===== src/rtl/bse_pkg.sv =====
// ----------------------------------------------------------------------------
// bse_pkg
// Shared types and codes for the byte string escaper.
// ----------------------------------------------------------------------------
package bse_pkg;

  // Request type codes
  localparam logic [1:0] REQ_OPEN  = 2'd0;
  localparam logic [1:0] REQ_DATA  = 2'd1;
  localparam logic [1:0] REQ_CLOSE = 2'd2;

  // Quote mode codes
  localparam logic [1:0] QUOTE_OFF    = 2'd0;
  localparam logic [1:0] QUOTE_SINGLE = 2'd1;
  localparam logic [1:0] QUOTE_DOUBLE = 2'd2;

  // Configuration register indexes
  localparam logic CFG_QUOTE_MODE = 1'b0;
  localparam logic CFG_HEX_UPPER  = 1'b1;

  // Characters
  localparam logic [7:0] CH_NL     = 8'h0A;
  localparam logic [7:0] CH_CR     = 8'h0D;
  localparam logic [7:0] CH_TAB    = 8'h09;
  localparam logic [7:0] CH_BSLASH = 8'h5C;
  localparam logic [7:0] CH_SQUOTE = 8'h27;
  localparam logic [7:0] CH_DQUOTE = 8'h22;
  localparam logic [7:0] CH_SPACE  = 8'h20;
  localparam logic [7:0] CH_DEL    = 8'h7F;
  localparam logic [7:0] CH_LOW_N  = 8'h6E;
  localparam logic [7:0] CH_LOW_R  = 8'h72;
  localparam logic [7:0] CH_LOW_T  = 8'h74;
  localparam logic [7:0] CH_LOW_X  = 8'h78;
  localparam logic [7:0] CH_ZERO   = 8'h30;
  localparam logic [7:0] CH_UP_A   = 8'h41;
  localparam logic [7:0] CH_LOW_A  = 8'h61;

  // Input beat
  typedef struct packed {
    logic [1:0] req_type;
    logic [7:0] data_byte;
  } req_t;

  // Output beat
  typedef struct packed {
    logic [7:0] out_char;
    logic       run_last;
  } res_t;

  // Classified job: up to four characters, index of the last one
  typedef struct packed {
    logic [3:0][7:0] chars;
    logic [1:0]      last_idx;
  } job_t;

  // Queue status seen by front and back
  typedef struct packed {
    logic full;
    logic empty;
  } q_status_t;

endpackage


===== src/rtl/bse_front.sv =====
// ----------------------------------------------------------------------------
// bse_front
// Accepts input beats and expands each into a job of escaped characters.
// ----------------------------------------------------------------------------
module bse_front (
  input  logic               in_valid,
  output logic               in_stall,
  input  bse_pkg::req_t      in_data,
  input  logic [1:0]         quote_mode,
  input  logic               hex_upper,
  input  bse_pkg::q_status_t q_status,
  output logic               push,
  output bse_pkg::job_t      job
);

  logic [7:0] quote_ch;
  logic       has_out;
  logic [7:0] c;

  function automatic logic [7:0] hex_digit(input logic [3:0] v, input logic upper);
    logic [7:0] base;
    base = upper ? bse_pkg::CH_UP_A : bse_pkg::CH_LOW_A;
    if (v < 4'd10) return bse_pkg::CH_ZERO + {4'd0, v};
    return base + {4'd0, v - 4'd10};
  endfunction

  assign c = in_data.data_byte;

  // Active quote character, zero when quoting is off
  always_comb begin
    unique case (quote_mode)
      bse_pkg::QUOTE_SINGLE: quote_ch = bse_pkg::CH_SQUOTE;
      bse_pkg::QUOTE_DOUBLE: quote_ch = bse_pkg::CH_DQUOTE;
      default:               quote_ch = 8'd0;
    endcase
  end

  // Classify the beat
  always_comb begin
    job.chars    = '0;
    job.last_idx = 2'd0;
    has_out      = 1'b0;
    unique case (in_data.req_type)
      bse_pkg::REQ_OPEN, bse_pkg::REQ_CLOSE: begin
        job.chars[0] = quote_ch;
        has_out      = (quote_ch != 8'd0);
      end
      bse_pkg::REQ_DATA: begin
        has_out      = 1'b1;
        job.chars[0] = bse_pkg::CH_BSLASH;
        job.last_idx = 2'd1;
        priority if (c == bse_pkg::CH_NL) begin
          job.chars[1] = bse_pkg::CH_LOW_N;
        end else if (c == bse_pkg::CH_CR) begin
          job.chars[1] = bse_pkg::CH_LOW_R;
        end else if (c == bse_pkg::CH_TAB) begin
          job.chars[1] = bse_pkg::CH_LOW_T;
        end else if (c == bse_pkg::CH_BSLASH) begin
          job.chars[1] = bse_pkg::CH_BSLASH;
        end else if (quote_ch != 8'd0 && c == quote_ch) begin
          job.chars[1] = quote_ch;
        end else if (c < bse_pkg::CH_SPACE || c >= bse_pkg::CH_DEL) begin
          job.chars[1] = bse_pkg::CH_LOW_X;
          job.chars[2] = hex_digit(c[7:4], hex_upper);
          job.chars[3] = hex_digit(c[3:0], hex_upper);
          job.last_idx = 2'd3;
        end else begin
          job.chars[0] = c;
          job.last_idx = 2'd0;
        end
      end
      default: has_out = 1'b0;
    endcase
  end

  // Hold off while the queue is full; empty jobs are dropped
  assign in_stall = q_status.full;
  assign push     = in_valid && !q_status.full && has_out;

endmodule


===== src/rtl/bse_queue.sv =====
// ----------------------------------------------------------------------------
// bse_queue
// Small job FIFO between the front and the back.
// ----------------------------------------------------------------------------
module bse_queue #(
  parameter int DEPTH = 2
) (
  input  logic               clk,
  input  logic               rst,
  input  logic               push,
  input  bse_pkg::job_t      push_job,
  input  logic               pop,
  output bse_pkg::job_t      head_job,
  output bse_pkg::q_status_t status
);

  localparam int PTR_W = (DEPTH > 1) ? $clog2(DEPTH) : 1;
  localparam int CNT_W = $clog2(DEPTH + 1);
  localparam logic [PTR_W-1:0] PTR_MAX = PTR_W'(DEPTH - 1);
  localparam logic [CNT_W-1:0] CNT_MAX = CNT_W'(DEPTH);

  bse_pkg::job_t    entries [DEPTH];
  logic [PTR_W-1:0] wr_ptr;
  logic [PTR_W-1:0] rd_ptr;
  logic [CNT_W-1:0] count;

  // Pointers and fill count
  always_ff @(posedge clk) begin
    if (rst) begin
      wr_ptr <= '0;
      rd_ptr <= '0;
      count  <= '0;
    end else begin
      if (push) wr_ptr <= (wr_ptr == PTR_MAX) ? '0 : wr_ptr + 1'b1;
      if (pop)  rd_ptr <= (rd_ptr == PTR_MAX) ? '0 : rd_ptr + 1'b1;
      if (push && !pop)      count <= count + 1'b1;
      else if (pop && !push) count <= count - 1'b1;
    end
  end

  // Storage
  always_ff @(posedge clk) begin
    if (push) entries[wr_ptr] <= push_job;
  end

  assign head_job     = entries[rd_ptr];
  assign status.full  = (count == CNT_MAX);
  assign status.empty = (count == '0);

endmodule


===== src/rtl/bse_back.sv =====
// ----------------------------------------------------------------------------
// bse_back
// Pulls jobs from the queue and sends their characters one beat at a time.
// ----------------------------------------------------------------------------
module bse_back (
  input  logic               clk,
  input  logic               rst,
  input  bse_pkg::job_t      head_job,
  input  bse_pkg::q_status_t q_status,
  output logic               pop,
  output logic               out_valid,
  input  logic               out_stall,
  output bse_pkg::res_t      out_data
);

  bse_pkg::job_t cur;
  logic          busy;
  logic [1:0]    idx;
  logic          adv;
  logic          emit;
  logic          done;

  // Output register may advance when empty or taken
  assign adv  = !out_valid || !out_stall;
  assign emit = busy && adv;
  assign done = emit && (idx == cur.last_idx);
  assign pop  = !q_status.empty && (!busy || done);

  // Control
  always_ff @(posedge clk) begin
    if (rst) begin
      busy      <= 1'b0;
      idx       <= 2'd0;
      out_valid <= 1'b0;
    end else begin
      if (adv) out_valid <= busy;
      if (pop) begin
        busy <= 1'b1;
        idx  <= 2'd0;
      end else if (done) begin
        busy <= 1'b0;
      end else if (emit) begin
        idx <= idx + 2'd1;
      end
    end
  end

  // Payload
  always_ff @(posedge clk) begin
    if (pop) cur <= head_job;
    if (emit) begin
      out_data.out_char <= cur.chars[idx];
      out_data.run_last <= (idx == cur.last_idx);
    end
  end

endmodule


===== src/rtl/byte_string_escaper_top.sv =====
// ----------------------------------------------------------------------------
// byte_string_escaper_top
// C-style string escaper: turns open, data and close requests into a stream
// of printable escaped characters.
//
// Input channel (in_valid/in_stall/in_data) carries one request per beat:
// open, data byte or close. Output channel (out_valid/out_stall/out_data)
// carries one character per beat; run_last marks the final character of a
// request. Open/close with quoting off, and unused request codes, produce
// no beats. The cfg port writes quote mode and hex case; write it only when
// the block is idle.
// The first character of a request passes through the job queue, the back
// end's job register and the output register. One output character per cycle
// while out_stall is low; a request expands to 1 to 4 characters (4 for a
// hex escape). The single output character port sets this rate, and the job
// queue lets input be accepted while the output side is busy or stalled.
// Reset clears the queue, the output register and the configuration.
// A stalled output holds its beat; once the queue fills, in_stall rises.
// ----------------------------------------------------------------------------
module byte_string_escaper_top #(
  parameter int QUEUE_DEPTH = 2
) (
  input  logic           clk,
  input  logic           rst,
  input  logic           in_valid,
  output logic           in_stall,
  input  bse_pkg::req_t  in_data,
  output logic           out_valid,
  input  logic           out_stall,
  output bse_pkg::res_t  out_data,
  input  logic           cfg_we,
  input  logic           cfg_index,
  input  logic [1:0]     cfg_data
);

  logic [1:0]         quote_mode;
  logic               hex_upper;
  logic               push;
  logic               pop;
  bse_pkg::job_t      push_job;
  bse_pkg::job_t      head_job;
  bse_pkg::q_status_t q_status;

  // Configuration registers
  always_ff @(posedge clk) begin
    if (rst) begin
      quote_mode <= bse_pkg::QUOTE_OFF;
      hex_upper  <= 1'b0;
    end else if (cfg_we) begin
      unique case (cfg_index)
        bse_pkg::CFG_QUOTE_MODE: quote_mode <= cfg_data;
        bse_pkg::CFG_HEX_UPPER:  hex_upper  <= cfg_data[0];
        default:                 hex_upper  <= hex_upper;
      endcase
    end
  end

  bse_front u_front (
    .in_valid   (in_valid),
    .in_stall   (in_stall),
    .in_data    (in_data),
    .quote_mode (quote_mode),
    .hex_upper  (hex_upper),
    .q_status   (q_status),
    .push       (push),
    .job        (push_job)
  );

  bse_queue #(
    .DEPTH (QUEUE_DEPTH)
  ) u_queue (
    .clk      (clk),
    .rst      (rst),
    .push     (push),
    .push_job (push_job),
    .pop      (pop),
    .head_job (head_job),
    .status   (q_status)
  );

  bse_back u_back (
    .clk       (clk),
    .rst       (rst),
    .head_job  (head_job),
    .q_status  (q_status),
    .pop       (pop),
    .out_valid (out_valid),
    .out_stall (out_stall),
    .out_data  (out_data)
  );

endmodule


===== config.mk =====
export PLATFORM = sky130hd
export DESIGN_NAME = byte_string_escaper_top
export DESIGN_NICKNAME = d
export VERILOG_FILES = /design/src/rtl/bse_pkg.sv /design/src/rtl/bse_front.sv /design/src/rtl/bse_queue.sv /design/src/rtl/bse_back.sv /design/src/rtl/byte_string_escaper_top.sv
export SDC_FILE = /design/constraint.sdc
export NUM_CORES = 1
export LEC_CHECK = 0
export BUFFER_PORTS_ARGS = -buffer_cell sky130_fd_sc_hd__buf_2
export CAP_MARGIN = 20
export CORE_ASPECT_RATIO = 1.75
export CORE_MARGIN = 2
export CORE_UTILIZATION = 25
export DETAILED_ROUTE_END_ITERATION = 10
export PLACE_DENSITY_LB_ADDON = 0.2
export RECOVER_POWER = 50
export SLEW_MARGIN = 20
export SYNTH_ARGS = -nofsm -noshare
export SYNTH_HDL_FRONTEND = slang
export SYNTH_SLANG_ARGS = --single-unit

===== constraint.sdc =====
create_clock -name clk -period 5.9 [get_ports clk]
set_clock_uncertainty 0.1 [all_clocks]
set_input_delay 0.295 -clock clk [delete_from_list [all_inputs] [get_ports clk]]
set_output_delay 0.295 -clock clk [all_outputs]
set_load 0.02 [all_outputs]

==> results.py <==
metrics = {
    "outcome": {
        "status": "finished, violations left",
        "violations": "max-capacitance violations, max-slew violations",
    },
    "yosys": {
        "yosysTopAreaCell": "edfxtp_1",
        "synth_top_flop_cell": "edfxtp_1",
        "synth_area_um2": 4860,
        "synth_area_leaders": "edfxtp_1 (63%), mux2_2 (7.2%), dfxtp_1 (4.5%)",
        "synth-seq-cells": 113,
        "synth_mux_area_frac": 0.106,
        "synth_common_cells": "edfxtp_1 (102), mux2_2 (31), nor2_1 (19)",
        "post_synth_inst_count": 312,
        "synth_edf_count": 102,
        "synthSimpleGateAreaFrac": 0.0647,
        "synth_cell_types": 54,
        "synth_top_family_by_area": "multiplexers",
        "synth-xor-area-share": 0.0252,
        "yosysTopAreaCellShare": 0.631,
        "synth-compound-area-share": 0.0688,
        "ys_warn_count": 0,
        "synth-adder-area-share": 0.0335,
        "postSynth.asyncResetShare": 0,
        "yosysMostFrequentCell": "edfxtp_1",
        "synth_seq_area_share": 0.676,
        "syn_area_per_cell_um2": 15.6,
    },
    "final_layout": {
        "area_growth_pct": 20.6,
        "utilization": 0.306,
        "stdcell_area_um2": 5860,
        "antenna_cells": 0,
        "drive_gt1_frac": 0.231,
        "nets": 382,
    },
    "timing": {
        "setup_viol": 0,
        "min_period_over_period": 0.660,
        "max_freq_mhz": 257,
        "fin_crit_ns": 3.89,
        "tightest_slew_ns": 1.87,
        "setup_tns_ns": 0,
        "slew_headroom": -0.249,
        "finalHoldViolCount": 0,
        "finalMaxSlewViolations": 68,
        "rsz0062_at_grt": "false",
    },
    "die": {
        "fp-row-count": 67,
        "dieArea_um2": 20600,
        "ios": 29,
        "start_util": 0.254,
        "die_width_um": 109,
        "core_region_area_um2": 19100,
        "die_height_um": 188,
    },
    "place": {
        "placed_area_um2": 5290,
        "io_buffers": 28,
        "dpl.hpwl_mm": 7.02,
        "place_congestion": 0.872,
    },
    "worst_hold_path": {
        "hold_path.class": "input pin to register",
    },
    "clock_tree": {
        "htree_num_levels": 4,
        "hold_buffers": 0,
        "clockBufferDepth": 2,
        "cts_buffers": 17,
        "insertion_delay_ns": 0.40,
        "cts_num_sinks": 113,
        "cts_tree": "built",
        "postCtsSetupBuffers": 0,
        "cts_resized": 0,
        "cts_root_buf": "clkbuf_16",
        "path_clk_slew_ns": 0.05,
    },
    "power": {
        "p_int_mw": 2.02,
        "pwr-share-comb": 0.172,
        "power.switching_mw": 0.728,
        "power_density_nw_per_um2": 470,
        "p_clk_frac": 0.382,
        "p_seq_frac": 0.447,
        "switching_share": 0.265,
        "power.leakage_nw": 2.01,
        "ir_drop_v": 0.000190,
    },
    "drt": {
        "routed_wirelength_mm": 9.94,
        "dr.pass1.iters": 4,
        "initialDrtViolationCount": 134,
        "via_count": 2678,
        "routedWlPerCell_um": 16.4,
        "drc_errors": 0,
        "ant_nets": 0,
        "via_per_inst": 4.43,
    },
    "worst_setup_path": {
        "slowest_stage": "clkbuf_1",
        "crit_type": "register to register",
        "crit_required_ns": 6.14,
        "cp-start-kind": "register",
        "critPathArrivalTime_ns": 4.13,
        "worstPathCellList": "xor2_1 > o32ai_4 > clkbuf_1 > inv_1 > ha_1 > or3_1 > a21oi_1",
        "critPathTopFamily": "buffers and inverters",
        "cpPeakStageDelay_ns": 1.36,
        "crit_buf_inv": 2,
        "path_max_fanout": 35,
        "cp-end-kind": "register",
    },
    "global_route": {
        "grt_antenna_before_repair": 0,
        "grt_usage": 0.105,
        "grt_max_degree": 36,
        "grt_overflow": 0,
        "grt_pass1_vias": 2726,
        "grt_pass1_wl_mm": 15.5,
    },
    "run": {
        "maxCapViolCount": 3,
    },
}
[tightest hold or removal path: stages]
cell and delay, ns:
buf_2 0.10, nand3_1 0.05, a21oi_1 0.05
[per-stage QoR]
step	hold slack (ns)	worst slack [ns]	std cells	total power [mW]
floorplan	0.274	2.59	313	1.57
global placement	0.348	3.00	573	1.74
detailed placement	0.351	2.97	573	1.75
CTS	0.0312	2.95	605	2.81
global route	0.0443	1.60	605	2.89
finish	0.0526	2.01	605	2.75
[registers in the layout (all words and copies together), names as in the netlist]
name / count
hex_upper: 1
quote_mode: 2
u_back.busy: 1
u_back.cur: 31
u_back.idx: 2
u_back.out_data: 9
u_back.out_valid: 1
u_queue.count: 2
u_queue.entries: 62
u_queue.rd_ptr: 1
u_queue.wr_ptr: 1
[power groups by stage]
stage / sequential [mW] / combinational, mW / clock [mW]
finish: 1.23 / 0.472 / 1.05
global route: 1.26 / 0.521 / 1.11
CTS: 1.23 / 0.505 / 1.08
detailed placement: 1.24 / 0.502 / 0
global placement: 1.24 / 0.499 / 0
floorplan: 1.21 / 0.357 / 0
[logic make-up after synthesis]
kind of cell               count (synthesis)
AOI/OAI and AO/OA                         44
xor gates and xnor gates                  14
adders and majority gates                 13
buffers and inverters                     28
DFF                                      113
muxes                                     39
other                                      1
and+or+nand+nor                           60
[cell usage in the layout, fill, tap and decap left out, drive strengths merged, types with 7 or more instances in the layout]
| master | instances |
|---|---|
| edfxtp | 102 |
| clkbuf | 34 |
| mux2 | 31 |
| nor2 | 19 |
| inv | 15 |
| buf | 15 |
| a21oi | 13 |
| nand2 | 13 |
| ha | 13 |
| dfxtp | 11 |
| xor2 | 9 |
| mux4 | 7 |
[layout make-up]
type	count	area [um^2]
Timing Repair Buffer	32	141
Clock buffer	17	425
Fill cell	1920	13300
Clock inverter	15	193
Inverter	15	56.3
Multi-Input combinational cell	172	1460
Sequential cell	113	3280
Tap cell	241	302
[worst paths after layout]
kind	end	startpoint	slack, ns	depth (start not counted)
max	u_queue.count[1]$_SDFFE_PP0P_	u_back.idx[0]$_SDFFE_PP0P_	2.01	7
min	hex_upper$_SDFFE_PP0P_	cfg_data[0]	0.05	3
max reg2reg	u_queue.count[1]$_SDFFE_PP0P_	u_back.idx[0]$_SDFFE_PP0P_	2.01	7
min reg2reg	quote_mode[1]$_SDFFE_PP0P_	quote_mode[1]$_SDFFE_PP0P_	0.36	2
[per-layer routing]
| layer | vias up | GRT usage | share of wire |
|---|---|---|---|
| met2 | 75 | 0.178 | 0.55 |
| met4 | 0 | 0.0730 | 0.035 |
| li1 | 1271 | - | - |
| met5 | - | 0 | 0 |
| met3 | 17 | 0.0239 | 0.035 |
| met1 | 1315 | 0.114 | 0.38 |
Note: power is estimated with default switching activity, not from simulation.
